===== src/rtl/cfeh_pkg.sv =====
package cfeh_pkg;

  localparam int BYTE_W      = 8;
  localparam int HASH_W      = 28;
  localparam int TSIZE_W     = 16;
  localparam int CNT_W       = $clog2(HASH_W);
  localparam int APB_AW      = 2;
  localparam int APB_DW      = 32;

  localparam logic [TSIZE_W-1:0] TSIZE_RESET = TSIZE_W'(127);
  localparam logic [CNT_W-1:0]   CNT_LAST    = CNT_W'(HASH_W - 1);

  localparam logic [BYTE_W-1:0] UPPER_A   = 8'h41;
  localparam logic [BYTE_W-1:0] UPPER_Z   = 8'h5A;
  localparam logic [BYTE_W-1:0] CASE_DIFF = 8'h20;

  typedef enum logic [1:0] {
    ST_IDLE,
    ST_DIV,
    ST_HOLD
  } cfeh_state_t;

  typedef struct packed {
    logic hash_en;
    logic div_start;
    logic div_step;
    logic out_load;
  } cfeh_cmd_t;

  typedef struct packed {
    logic div_done;
    logic out_full;
  } cfeh_sts_t;

  function automatic logic [BYTE_W-1:0] fold_case(input logic [BYTE_W-1:0] b);
    if (b >= UPPER_A && b <= UPPER_Z) begin
      return b + CASE_DIFF;
    end
    return b;
  endfunction

  // h = (h << 4) + c; top nibble xored back at bits 7:4, then dropped
  function automatic logic [HASH_W-1:0] hash_step(input logic [HASH_W-1:0] h,
                                                  input logic [BYTE_W-1:0] b);
    logic [HASH_W+3:0] x;
    logic [3:0]        g;
    x = {h, 4'b0000} + {24'd0, fold_case(b)};
    g = x[HASH_W+3:HASH_W];
    return x[HASH_W-1:0] ^ {20'd0, g, 4'b0000};
  endfunction

endpackage


===== src/rtl/case_folded_elf_hash_bucket_top.sv =====
// Key bytes: one transaction per cycle, no result.
// Closing transaction (tlast): bit-serial modulo of the 28-bit hash in ST_DIV, then
// ST_HOLD loads the bucket into the output register once that register is free;
// input is accepted again in the cycle after the load.
// The output register lets the next key stream in while a bucket waits.
// Synchronous active-high reset: hash 0, table_size 127, no output pending.
module case_folded_elf_hash_bucket_top
  import cfeh_pkg::*;
(
  input  logic              clk,
  input  logic              rst,
  input  logic              s_axis_tvalid,
  output logic              s_axis_tready,
  input  logic [7:0]        s_axis_tdata,   // [7:0] key_byte
  input  logic              s_axis_tuser,   // [0] has_byte
  input  logic              s_axis_tlast,
  output logic              m_axis_tvalid,
  input  logic              m_axis_tready,
  output logic [15:0]       m_axis_tdata,   // [15:0] bucket
  input  logic              psel,
  input  logic              penable,
  input  logic              pwrite,
  input  logic [APB_AW-1:0] paddr,
  input  logic [APB_DW-1:0] pwdata,
  output logic [APB_DW-1:0] prdata,
  output logic              pready
);

  logic [TSIZE_W-1:0] table_size;
  cfeh_cmd_t          cmd;
  cfeh_sts_t          sts;

  assign pready = 1'b1;

  // single register, any address in range selects it
  always_ff @(posedge clk) begin
    if (rst) begin
      table_size <= TSIZE_RESET;
    end else if (psel && penable && pwrite && pready && (paddr[1:0] == 2'b00 || 1'b1)) begin
      table_size <= pwdata[TSIZE_W-1:0];
    end
  end

  assign prdata = {{(APB_DW-TSIZE_W){1'b0}}, table_size};

  cfeh_ctrl u_ctrl (
    .clk         (clk),
    .rst         (rst),
    .in_valid    (s_axis_tvalid),
    .in_has_byte (s_axis_tuser),
    .in_last     (s_axis_tlast),
    .in_ready    (s_axis_tready),
    .sts         (sts),
    .cmd         (cmd)
  );

  cfeh_dp u_dp (
    .clk        (clk),
    .rst        (rst),
    .cmd        (cmd),
    .sts        (sts),
    .key_byte   (s_axis_tdata),
    .table_size (table_size),
    .out_ready  (m_axis_tready),
    .out_valid  (m_axis_tvalid),
    .out_bucket (m_axis_tdata)
  );

  a_no_input_during_div: assert property (@(posedge clk) disable iff (rst)
    cmd.div_step |-> !s_axis_tready)
    else $error("input accepted during modulo");

  a_start_then_step: assert property (@(posedge clk) disable iff (rst)
    cmd.div_start |=> cmd.div_step)
    else $error("modulo did not start");

  a_load_shows_result: assert property (@(posedge clk) disable iff (rst)
    cmd.out_load |=> m_axis_tvalid)
    else $error("loaded bucket not presented");

  a_load_only_when_free: assert property (@(posedge clk) disable iff (rst)
    cmd.out_load |-> !(m_axis_tvalid && !m_axis_tready))
    else $error("pending bucket overwritten");

endmodule


===== src/rtl/cfeh_dp.sv =====
module cfeh_dp
  import cfeh_pkg::*;
(
  input  logic               clk,
  input  logic               rst,
  input  cfeh_cmd_t          cmd,
  output cfeh_sts_t          sts,
  input  logic [BYTE_W-1:0]  key_byte,
  input  logic [TSIZE_W-1:0] table_size,
  input  logic               out_ready,
  output logic               out_valid,
  output logic [TSIZE_W-1:0] out_bucket
);

  logic [HASH_W-1:0]  hash;
  logic [TSIZE_W-1:0] rem;
  logic [CNT_W-1:0]   cnt;
  logic [TSIZE_W:0]   rem_sh;
  logic [TSIZE_W:0]   divisor;
  logic [TSIZE_W-1:0] rem_next;
  logic [HASH_W-1:0]  hash_in;

  // restoring division, hash register doubles as dividend shifter
  assign rem_sh   = {rem, hash[HASH_W-1]};
  assign divisor  = {1'b0, table_size};
  assign rem_next = (rem_sh >= divisor) ? TSIZE_W'(rem_sh - divisor) : rem_sh[TSIZE_W-1:0];
  assign hash_in  = cmd.hash_en ? hash_step(hash, key_byte) : hash;

  always_ff @(posedge clk) begin
    if (rst) begin
      hash <= '0;
      cnt  <= '0;
    end else if (cmd.div_start) begin
      hash <= hash_in;
      cnt  <= CNT_LAST;
    end else if (cmd.div_step) begin
      hash <= {hash[HASH_W-2:0], 1'b0};
      cnt  <= cnt - CNT_W'(1);
    end else if (cmd.hash_en) begin
      hash <= hash_in;
    end
  end

  always_ff @(posedge clk) begin
    if (cmd.div_start) begin
      rem <= '0;
    end else if (cmd.div_step) begin
      rem <= rem_next;
    end
  end

  always_ff @(posedge clk) begin
    if (rst) begin
      out_valid <= 1'b0;
    end else if (cmd.out_load) begin
      out_valid <= 1'b1;
    end else if (out_ready) begin
      out_valid <= 1'b0;
    end
  end

  always_ff @(posedge clk) begin
    if (cmd.out_load) begin
      out_bucket <= (table_size == '0) ? '0 : rem;
    end
  end

  assign sts.div_done = (cnt == '0);
  assign sts.out_full = out_valid && !out_ready;

endmodule


===== src/rtl/cfeh_ctrl.sv =====
module cfeh_ctrl
  import cfeh_pkg::*;
(
  input  logic      clk,
  input  logic      rst,
  input  logic      in_valid,
  input  logic      in_has_byte,
  input  logic      in_last,
  output logic      in_ready,
  input  cfeh_sts_t sts,
  output cfeh_cmd_t cmd
);

  cfeh_state_t state;
  cfeh_state_t state_next;

  always_ff @(posedge clk) begin
    if (rst) begin
      state <= ST_IDLE;
    end else begin
      state <= state_next;
    end
  end

  always_comb begin
    state_next = state;
    in_ready   = 1'b0;
    cmd        = '0;
    unique case (state)
      ST_IDLE: begin
        in_ready    = 1'b1;
        cmd.hash_en = in_valid && in_has_byte;
        if (in_valid && in_last) begin
          cmd.div_start = 1'b1;
          state_next    = ST_DIV;
        end
      end
      ST_DIV: begin
        cmd.div_step = 1'b1;
        if (sts.div_done) begin
          state_next = ST_HOLD;
        end
      end
      ST_HOLD: begin
        if (!sts.out_full) begin
          cmd.out_load = 1'b1;
          state_next   = ST_IDLE;
        end
      end
      default: begin
        state_next = ST_IDLE;
      end
    endcase
  end

endmodule

===== config.mk =====
export PLATFORM = sky130hd
export DESIGN_NAME = case_folded_elf_hash_bucket_top
export DESIGN_NICKNAME = d
export VERILOG_FILES = /design/src/rtl/cfeh_pkg.sv /design/src/rtl/case_folded_elf_hash_bucket_top.sv /design/src/rtl/cfeh_dp.sv /design/src/rtl/cfeh_ctrl.sv
export SDC_FILE = /design/constraint.sdc
export NUM_CORES = 1
export LEC_CHECK = 0
export ABC_AREA = 1
export BUFFER_PORTS_ARGS = -buffer_cell sky130_fd_sc_hd__buf_2
export CORE_MARGIN = 8
export CORE_UTILIZATION = 57
export DETAILED_ROUTE_END_ITERATION = 10
export PLACE_DENSITY = 0.82
export SYNTH_ARGS = -nofsm -noshare
export SYNTH_HDL_FRONTEND = slang
export SYNTH_SLANG_ARGS = --single-unit

===== constraint.sdc =====
create_clock -name clk -period 2.45 [get_ports clk]
set_clock_uncertainty 0.15 [all_clocks]
set_input_delay 0.245 -clock clk [delete_from_list [all_inputs] [get_ports clk]]
set_output_delay 0.245 -clock clk [all_outputs]
set_load 0.02 [all_outputs]

; ---- After elaboration in Yosys (flattened, before gate mapping)
; Index checks and enable logic that the tools add are counted.
[totals]
romBits = 0
inputBits = 51
memories = 0
ram_bits = 0
output_inout_bits = 51
elab_cells = 58
latch_bits = 0
regBits = 84
[classes]
eq_ne = 5
n_shift = 0
n_div = 0
n_reduce_logical = 15
add_sub_neg = 4
muxes = 22
mul = 0
order_cmp = 3
bitwise = 1
[ops]
columns = cell, count
row1 = two-way mux 28 bit, 4
row2 = adder 32 x 8 -> 32 bit, 1
row3 = XOR 28 x 8 -> 28 bit, 1
row4 = >= comparator 17 x 16 -> 1 bit, 1
row5 = logical NOT 16 bit, 1
row6 = two-way mux 16 bit, 1
row7 = two-way mux 8 bit, 2
row8 = subtractor 16 bit, 1
row9 = two-way mux 5 bit, 2
row10 = "adder 8 x 6 -> 8 bit, second input constant", 1
row11 = ">= comparator 8 x 7 -> 1 bit, second input constant", 1
row12 = "<= comparator 8 x 7 -> 1 bit, second input constant", 1
row13 = two-way mux 1 bit, 8
row14 = two-way mux 2 bit, 4
row15 = logical AND 1 bit, 6
row16 = one-hot mux 2 bit (3 select lines), 1
row17 = logical NOT 5 bit, 1
row18 = "subtractor 5 x 1 -> 5 bit, second input constant", 1
row19 = "inequality test 2 bit, second input constant", 2
row20 = nonzero test 2 bit, 2
row21 = AND reduction 3 bit, 1
row22 = nonzero test 3 bit, 1
row23 = "== test 2 x 1 -> 1 bit, second input constant", 1
row24 = "== test 2 bit, second input constant", 1
row25 = 4 further kinds, 4

; ---- Longest topological paths before layout
[depth]
depth_word = 10
ltp_mapped = 20
ltp_nobuf = 20

; ---- Hierarchy
; From an unflattened synthesis, not the netlist that was laid out.
[unflattened]
cells_unflattened = 963
hier_area_um2 = 6333.6
[by_module_without_submodules]
columns = module, seq_area_each_um2, area_each_um2, n_inst, cells_per_inst
row1 = cfeh_dp, 1481.4, 5408.9, 1, 835
row2 = case_folded_elf_hash_bucket_top, 320.3, 797.0, 1, 109
row3 = cfeh_ctrl, 40.0, 127.6, 1, 19

; ---- Worst setup path after synthesis
; OpenSTA, ideal clock, no wires.
[synth_timing]
path_type = input-to-reg
from = in s_axis_tdata[2]
to = reg u_dp.hash[18]
slack_ps = 170
cell_stages = 16
n_path_buf = 0
setup_time_ps = 132
required_ps = 2168
arrival_ps = 1997
path_cell_list = nor2_1 > nor3_1 > o21ai_0 > nand3_1 > o21ai_0 > inv_1 > ha_1 > nand2_1 > nor2_1 > nand2_1 > a21boi_2 > nand2_1 > o21ai_0 > nand3_1 > nand2_1 > a21oi_1
[synth_between]
elab_chain_cells = 10
elab_cells_between_ends = 13
cone_classes = add/sub (2) / order compare (2) / mux (7) / bitwise (1) / reduce/logical (1)
[synth_rtl]
columns = item, line
row1 = "start, declared", case_folded_elf_hash_bucket_top.sv:14  ; input logic [7:0] s_axis_tdata,
row2 = >= comparator 8 x 7 -> 1 bit / <= comparator 8 x 7 -> 1 bit (equally long branches), cfeh_pkg.sv:36  ; if (b >= UPPER_A && b <= UPPER_Z) begin
row3 = logical AND 1 bit, cfeh_pkg.sv:36
row4 = two-way mux 1 bit, cfeh_pkg.sv:36
row5 = two-way mux 8 bit *, cfeh_pkg.sv:39  ; return b;
row6 = adder 32 x 8 -> 32 bit *, cfeh_pkg.sv:47  ; x = {h, 4'b0000} + {24'd0, fold_case(b)};
row7 = XOR 28 x 8 -> 28 bit *, cfeh_pkg.sv:49  ; return x[HASH_W-1:0] ^ {20'd0, g, 4'b0000};
row8 = two-way mux 28 bit *, cfeh_dp.sv:27  ; assign hash_in = cmd.hash_en ? hash_step(hash, key_byte) : hash;
row9 = two-way mux 28 bit, cfeh_dp.sv:39  ; end else if (cmd.hash_en) begin
row10 = two-way mux 28 bit, cfeh_dp.sv:36  ; end else if (cmd.div_step) begin
row11 = two-way mux 28 bit *, cfeh_dp.sv:33  ; end else if (cmd.div_start) begin
row12 = "end signal, assigned", cfeh_dp.sv:34  ; hash <= hash_in;
row13 = "end signal, assigned", cfeh_dp.sv:37  ; hash <= {hash[HASH_W-2:0], 1'b0};
row14 = "end signal, assigned", cfeh_dp.sv:40  ; hash <= hash_in;
row15 = "end, declared", cfeh_dp.sv:15  ; logic [HASH_W-1:0] hash;
; Mark *: on every way between the ends. The rest lies on a longest branch, timed or not. The select of a mux whose other input is x is not followed.
; A chain may end at the register's enable or synchronous reset.

; ---- Final worst setup path
[layout_timing]
from = reg table_size[1]
to = reg u_dp.rem[12]
[layout_between]
elab_chain_cells = 2
elab_cells_between_ends = 3
cone_classes = add/sub (1) / order compare (1) / mux (1)
[layout_rtl]
columns = item, line
row1 = "start, declared", case_folded_elf_hash_bucket_top.sv:29  ; logic [TSIZE_W-1:0] table_size;
row2 = "start signal, assigned", case_folded_elf_hash_bucket_top.sv:40  ; table_size <= pwdata[TSIZE_W-1:0];
row3 = subtractor 16 bit / >= comparator 17 x 16 -> 1 bit (equally long branches), cfeh_dp.sv:26  ; assign rem_next = (rem_sh >= divisor) ? TSIZE_W'(rem_sh - divisor) : rem_sh[TSIZE_W-1:0];
row4 = two-way mux 16 bit *, cfeh_dp.sv:26
row5 = "end signal, assigned", cfeh_dp.sv:48  ; rem <= rem_next;
row6 = "end, declared", cfeh_dp.sv:16  ; logic [TSIZE_W-1:0] rem;
; Mark *: on every way between the ends. The rest lies on a longest branch, timed or not.

==> impl_metrics.tcl <==
set metrics [dict create \
    worstPathArrival_ns 2.38 \
    grt-ovfl-total 0 \
    die_h_um 118 \
    seq_area_frac_synth_pct 31.2 \
    drc_errors 0 \
    post_cts_buffers 0 \
    ys_ff_latch 84 \
    worst_slew_pin_slew_ns 0.553 \
    pwr-share-clk_pct 17.8 \
    avgSynthCellArea_um2 6.74 \
    yosys.area.top_type_share_pct 23.1 \
    grt.total_usage_pct 22.6 \
    drv_slew 0 \
    hold_depth 4 \
    synthCells 874 \
    period_share_pct 92.3 \
    synth_enable_flop_cells 16 \
    dpl.cell_count 1080 \
    gp_congestion 0.955 \
    clock_sinks 84 \
    worst_hold_path_type "primary input to flip-flop" \
    yosys-top-cells-area "dfxtp_1, nand2_1, edfxtp_1" \
    dp_hpwl_mm 11.6 \
    synth-async-reset-ratio_pct 0 \
    synthFlopType "dfxtp_1" \
    htree_levels 3 \
    fill_cells 911 \
    relSlewSlack_pct 62.8 \
    antenna_cells 0 \
    combPwrFrac_pct 50.5 \
    start_util_pct 57.9 \
    p_leak_uw 0.00317 \
    synth_cell_types 49 \
    p_sw_share_pct 46.0 \
    drt_iter0_markers 472 \
    num_vias 5919 \
    finalSetupViolations 0 \
    final_core_util_pct 67.0 \
    path_class "flip-flop to flip-flop" \
    fin_nets 1047 \
    cts_tree "built" \
    p_switching_uw 2580 \
    drt_wl_total_mm 15.7 \
    yosysTopAreaCell "dfxtp_1" \
    wire_per_inst_um 14.1 \
    core_um2 10200 \
    grt_first_pass_wirelength_mm 26.4 \
    ant_nets 0 \
    clock.fmax_mhz 442 \
    cts_buffers 9 \
    vias_per_cell 5.33 \
    grt_start_max_net_pins 35 \
    die_w_um 118 \
    cts_root_buf "clkbuf_8" \
    cts_buffer_depth 2 \
    critPathMaxFanout 17 \
    cp-end-kind "flip-flop" \
    cp.required_ns 2.57 \
    io_pins 102 \
    internal_power_uw 3040 \
    hold_viol_final 0 \
    grt_pass1_vias 5483 \
    drive_gt1_share_pct 20.1 \
    cap_violations 0 \
    ff2ff_path_depth 13 \
    antenna_found_initial 0 \
    synth_area_um2 5890 \
    portBuffers 66 \
    clk_latency_ns 0.38 \
    run_status "finished clean" \
    first_pass_iters 5 \
    fin_crit_ns 2.26 \
    pwr-share-seq_pct 31.8 \
    dieArea_um2 13900 \
    syn2layout_area_growth_pct 15.7 \
    row_count 37 \
    instances_no_fill 1111 \
    path_clk_slew_ns 0.09 \
    synth_warnings 0 \
    critPathLaunchType "flip-flop" \
    ir_drop_uv 585 \
    power.density_nw_per_um2 824 \
]
[power groups by stage]
stage	registers, uW	clock network (uW)	logic, uW
after floorplan	1770	0	2310
after global placement	1800	0	2670
after detailed placement	1800	0	2730
after CTS	1770	1010	2760
after global routing	1800	1050	3160
final	1790	999	2840
[worst paths after layout]
check / slack, ns / end / startpoint
max: 0.19 / u_dp.rem[12] / table_size[1]
min: 0.02 / u_ctrl.state[1] / m_axis_tready
max reg2reg: 0.19 / u_dp.rem[12] / table_size[1]
min reg2reg: 0.34 / u_dp.rem[0] / u_dp.rem[0]
[cells in the mapped netlist, drive strengths merged (3+ instances only)]
master and number:
o21ai 45, nor2 74, dfxtp 68, xor2 6, o21a 4, xnor2 7, edfxtp 16, inv 113
nor3 9, a21oi 67, nand2 274, buf 30, ha 24, nand4 11, a221oi 3, nand3b 7
clkbuf 14, nand3 81
[cells in the final DEF (no fill, tap or decap), types with 2 or more instances in the layout]
cell and count:
a311oi_1 2, o21ai_0 35, nand2_8 2, nor3_1 8
nor2_1 63, nand3b_1 7, nor2_4 3, nand3_1 60
nand4_1 11, buf_12 2, dfxtp_1 68, inv_2 11
ha_1 24, buf_2 66, xnor2_1 7, xor2_1 6
o21a_1 4, conb_1 17, a221oi_2 2, nand2_1 248
clkinvlp_4 2, edfxtp_1 16, inv_1 102, a21oi_1 65
inv_8 2, nand2_2 24, dlygate4sd3_1 15, nand3_2 21
clkinv_4 2, o21ai_1 7, o211ai_1 2, clkbuf_8 9
buf_4 31, nor2_2 8, o21ai_2 3, fa_1 2
[repair_timing]
item                       in CTS  in global routing
resized for setup               0                  8
hold buffers                   15                  0
setup endpoints to repair       0                 21
hold endpoints to repair       15                  0
[per-stage QoR]
| stage | worst slack [ns] | TNS, ns | power [uW] | hold slack (ns) | instance area (um^2) |
|---|---|---|---|---|---|
| after floorplan | 0.170 | 0 | 4080 | 0.208 | 5950 |
| after global placement | -0.0986 | -0.501 | 4470 | 0.300 | 6450 |
| after detailed placement | -0.156 | -1.67 | 4530 | 0.310 | 6450 |
| after CTS | 0.134 | 0 | 5550 | 0.00676 | 6790 |
| after global routing | -0.0751 | -0.145 | 6010 | 0.0429 | 6820 |
| final | 0.189 | 0 | 5620 | 0.0214 | 6820 |
[critical path, cell delays in order (launching register included)]
cell     delay (ns)
dfxtp_1        0.42
inv_1          0.08
ha_1           0.32
nand2_1        0.07
o21ai_2        0.17
nand2_1        0.07
nand2_1        0.11
nand3_2        0.10
nand2_2        0.14
nand2_8        0.14
nand2_8        0.19
nand2_2        0.07
nand3_2        0.07
nand2_2        0.05
[layout make-up]
class / count / area, um^2 / share of cell area (%)
flip-flops and latches: 84 / 1840 / 27.0
well taps: 136 / 170 / 2.49
inverters: 114 / 428 / 6.27
repair buffers: 114 / 753 / 11.0
clock buffers: 9 / 124 / 1.82
clock inverters: 7 / 71.3 / 1.05
multi-input cells: 647 / 3430 / 50.3
[sequential cells by signal (all words and copies together), names as in the netlist]
name             flops
u_dp.hash           28
table_size          16
u_dp.out_bucket     16
u_dp.rem            16
u_dp.cnt             5
u_ctrl.state         2
u_dp.out_valid       1
[per-layer routing]
layer / global-route usage, % / wire (um)
met3: 5.32 / 1550
met2: 33.0 / 6470
met1: 32.0 / 7400
met5: 0 / 0
met4: 6.89 / 249
[cells by family (layout without fill, tap and decap cells)]
group / Yosys count / in the layout / synth area share [%]
buffers and inverters: 158 / 244 / 12.0
flip-flops: 84 / 84 / 31.2
XOR/XNOR: 13 / 13 / 1.93
AO/OA/AOI/OAI: 130 / 130 / 12.5
AND/OR/NAND/NOR: 461 / 461 / 36.4
adder cells (fa/ha/maj): 26 / 26 / 5.77
other: 2 / 17 / 0.127
Power figures use the tool's default switching activity.
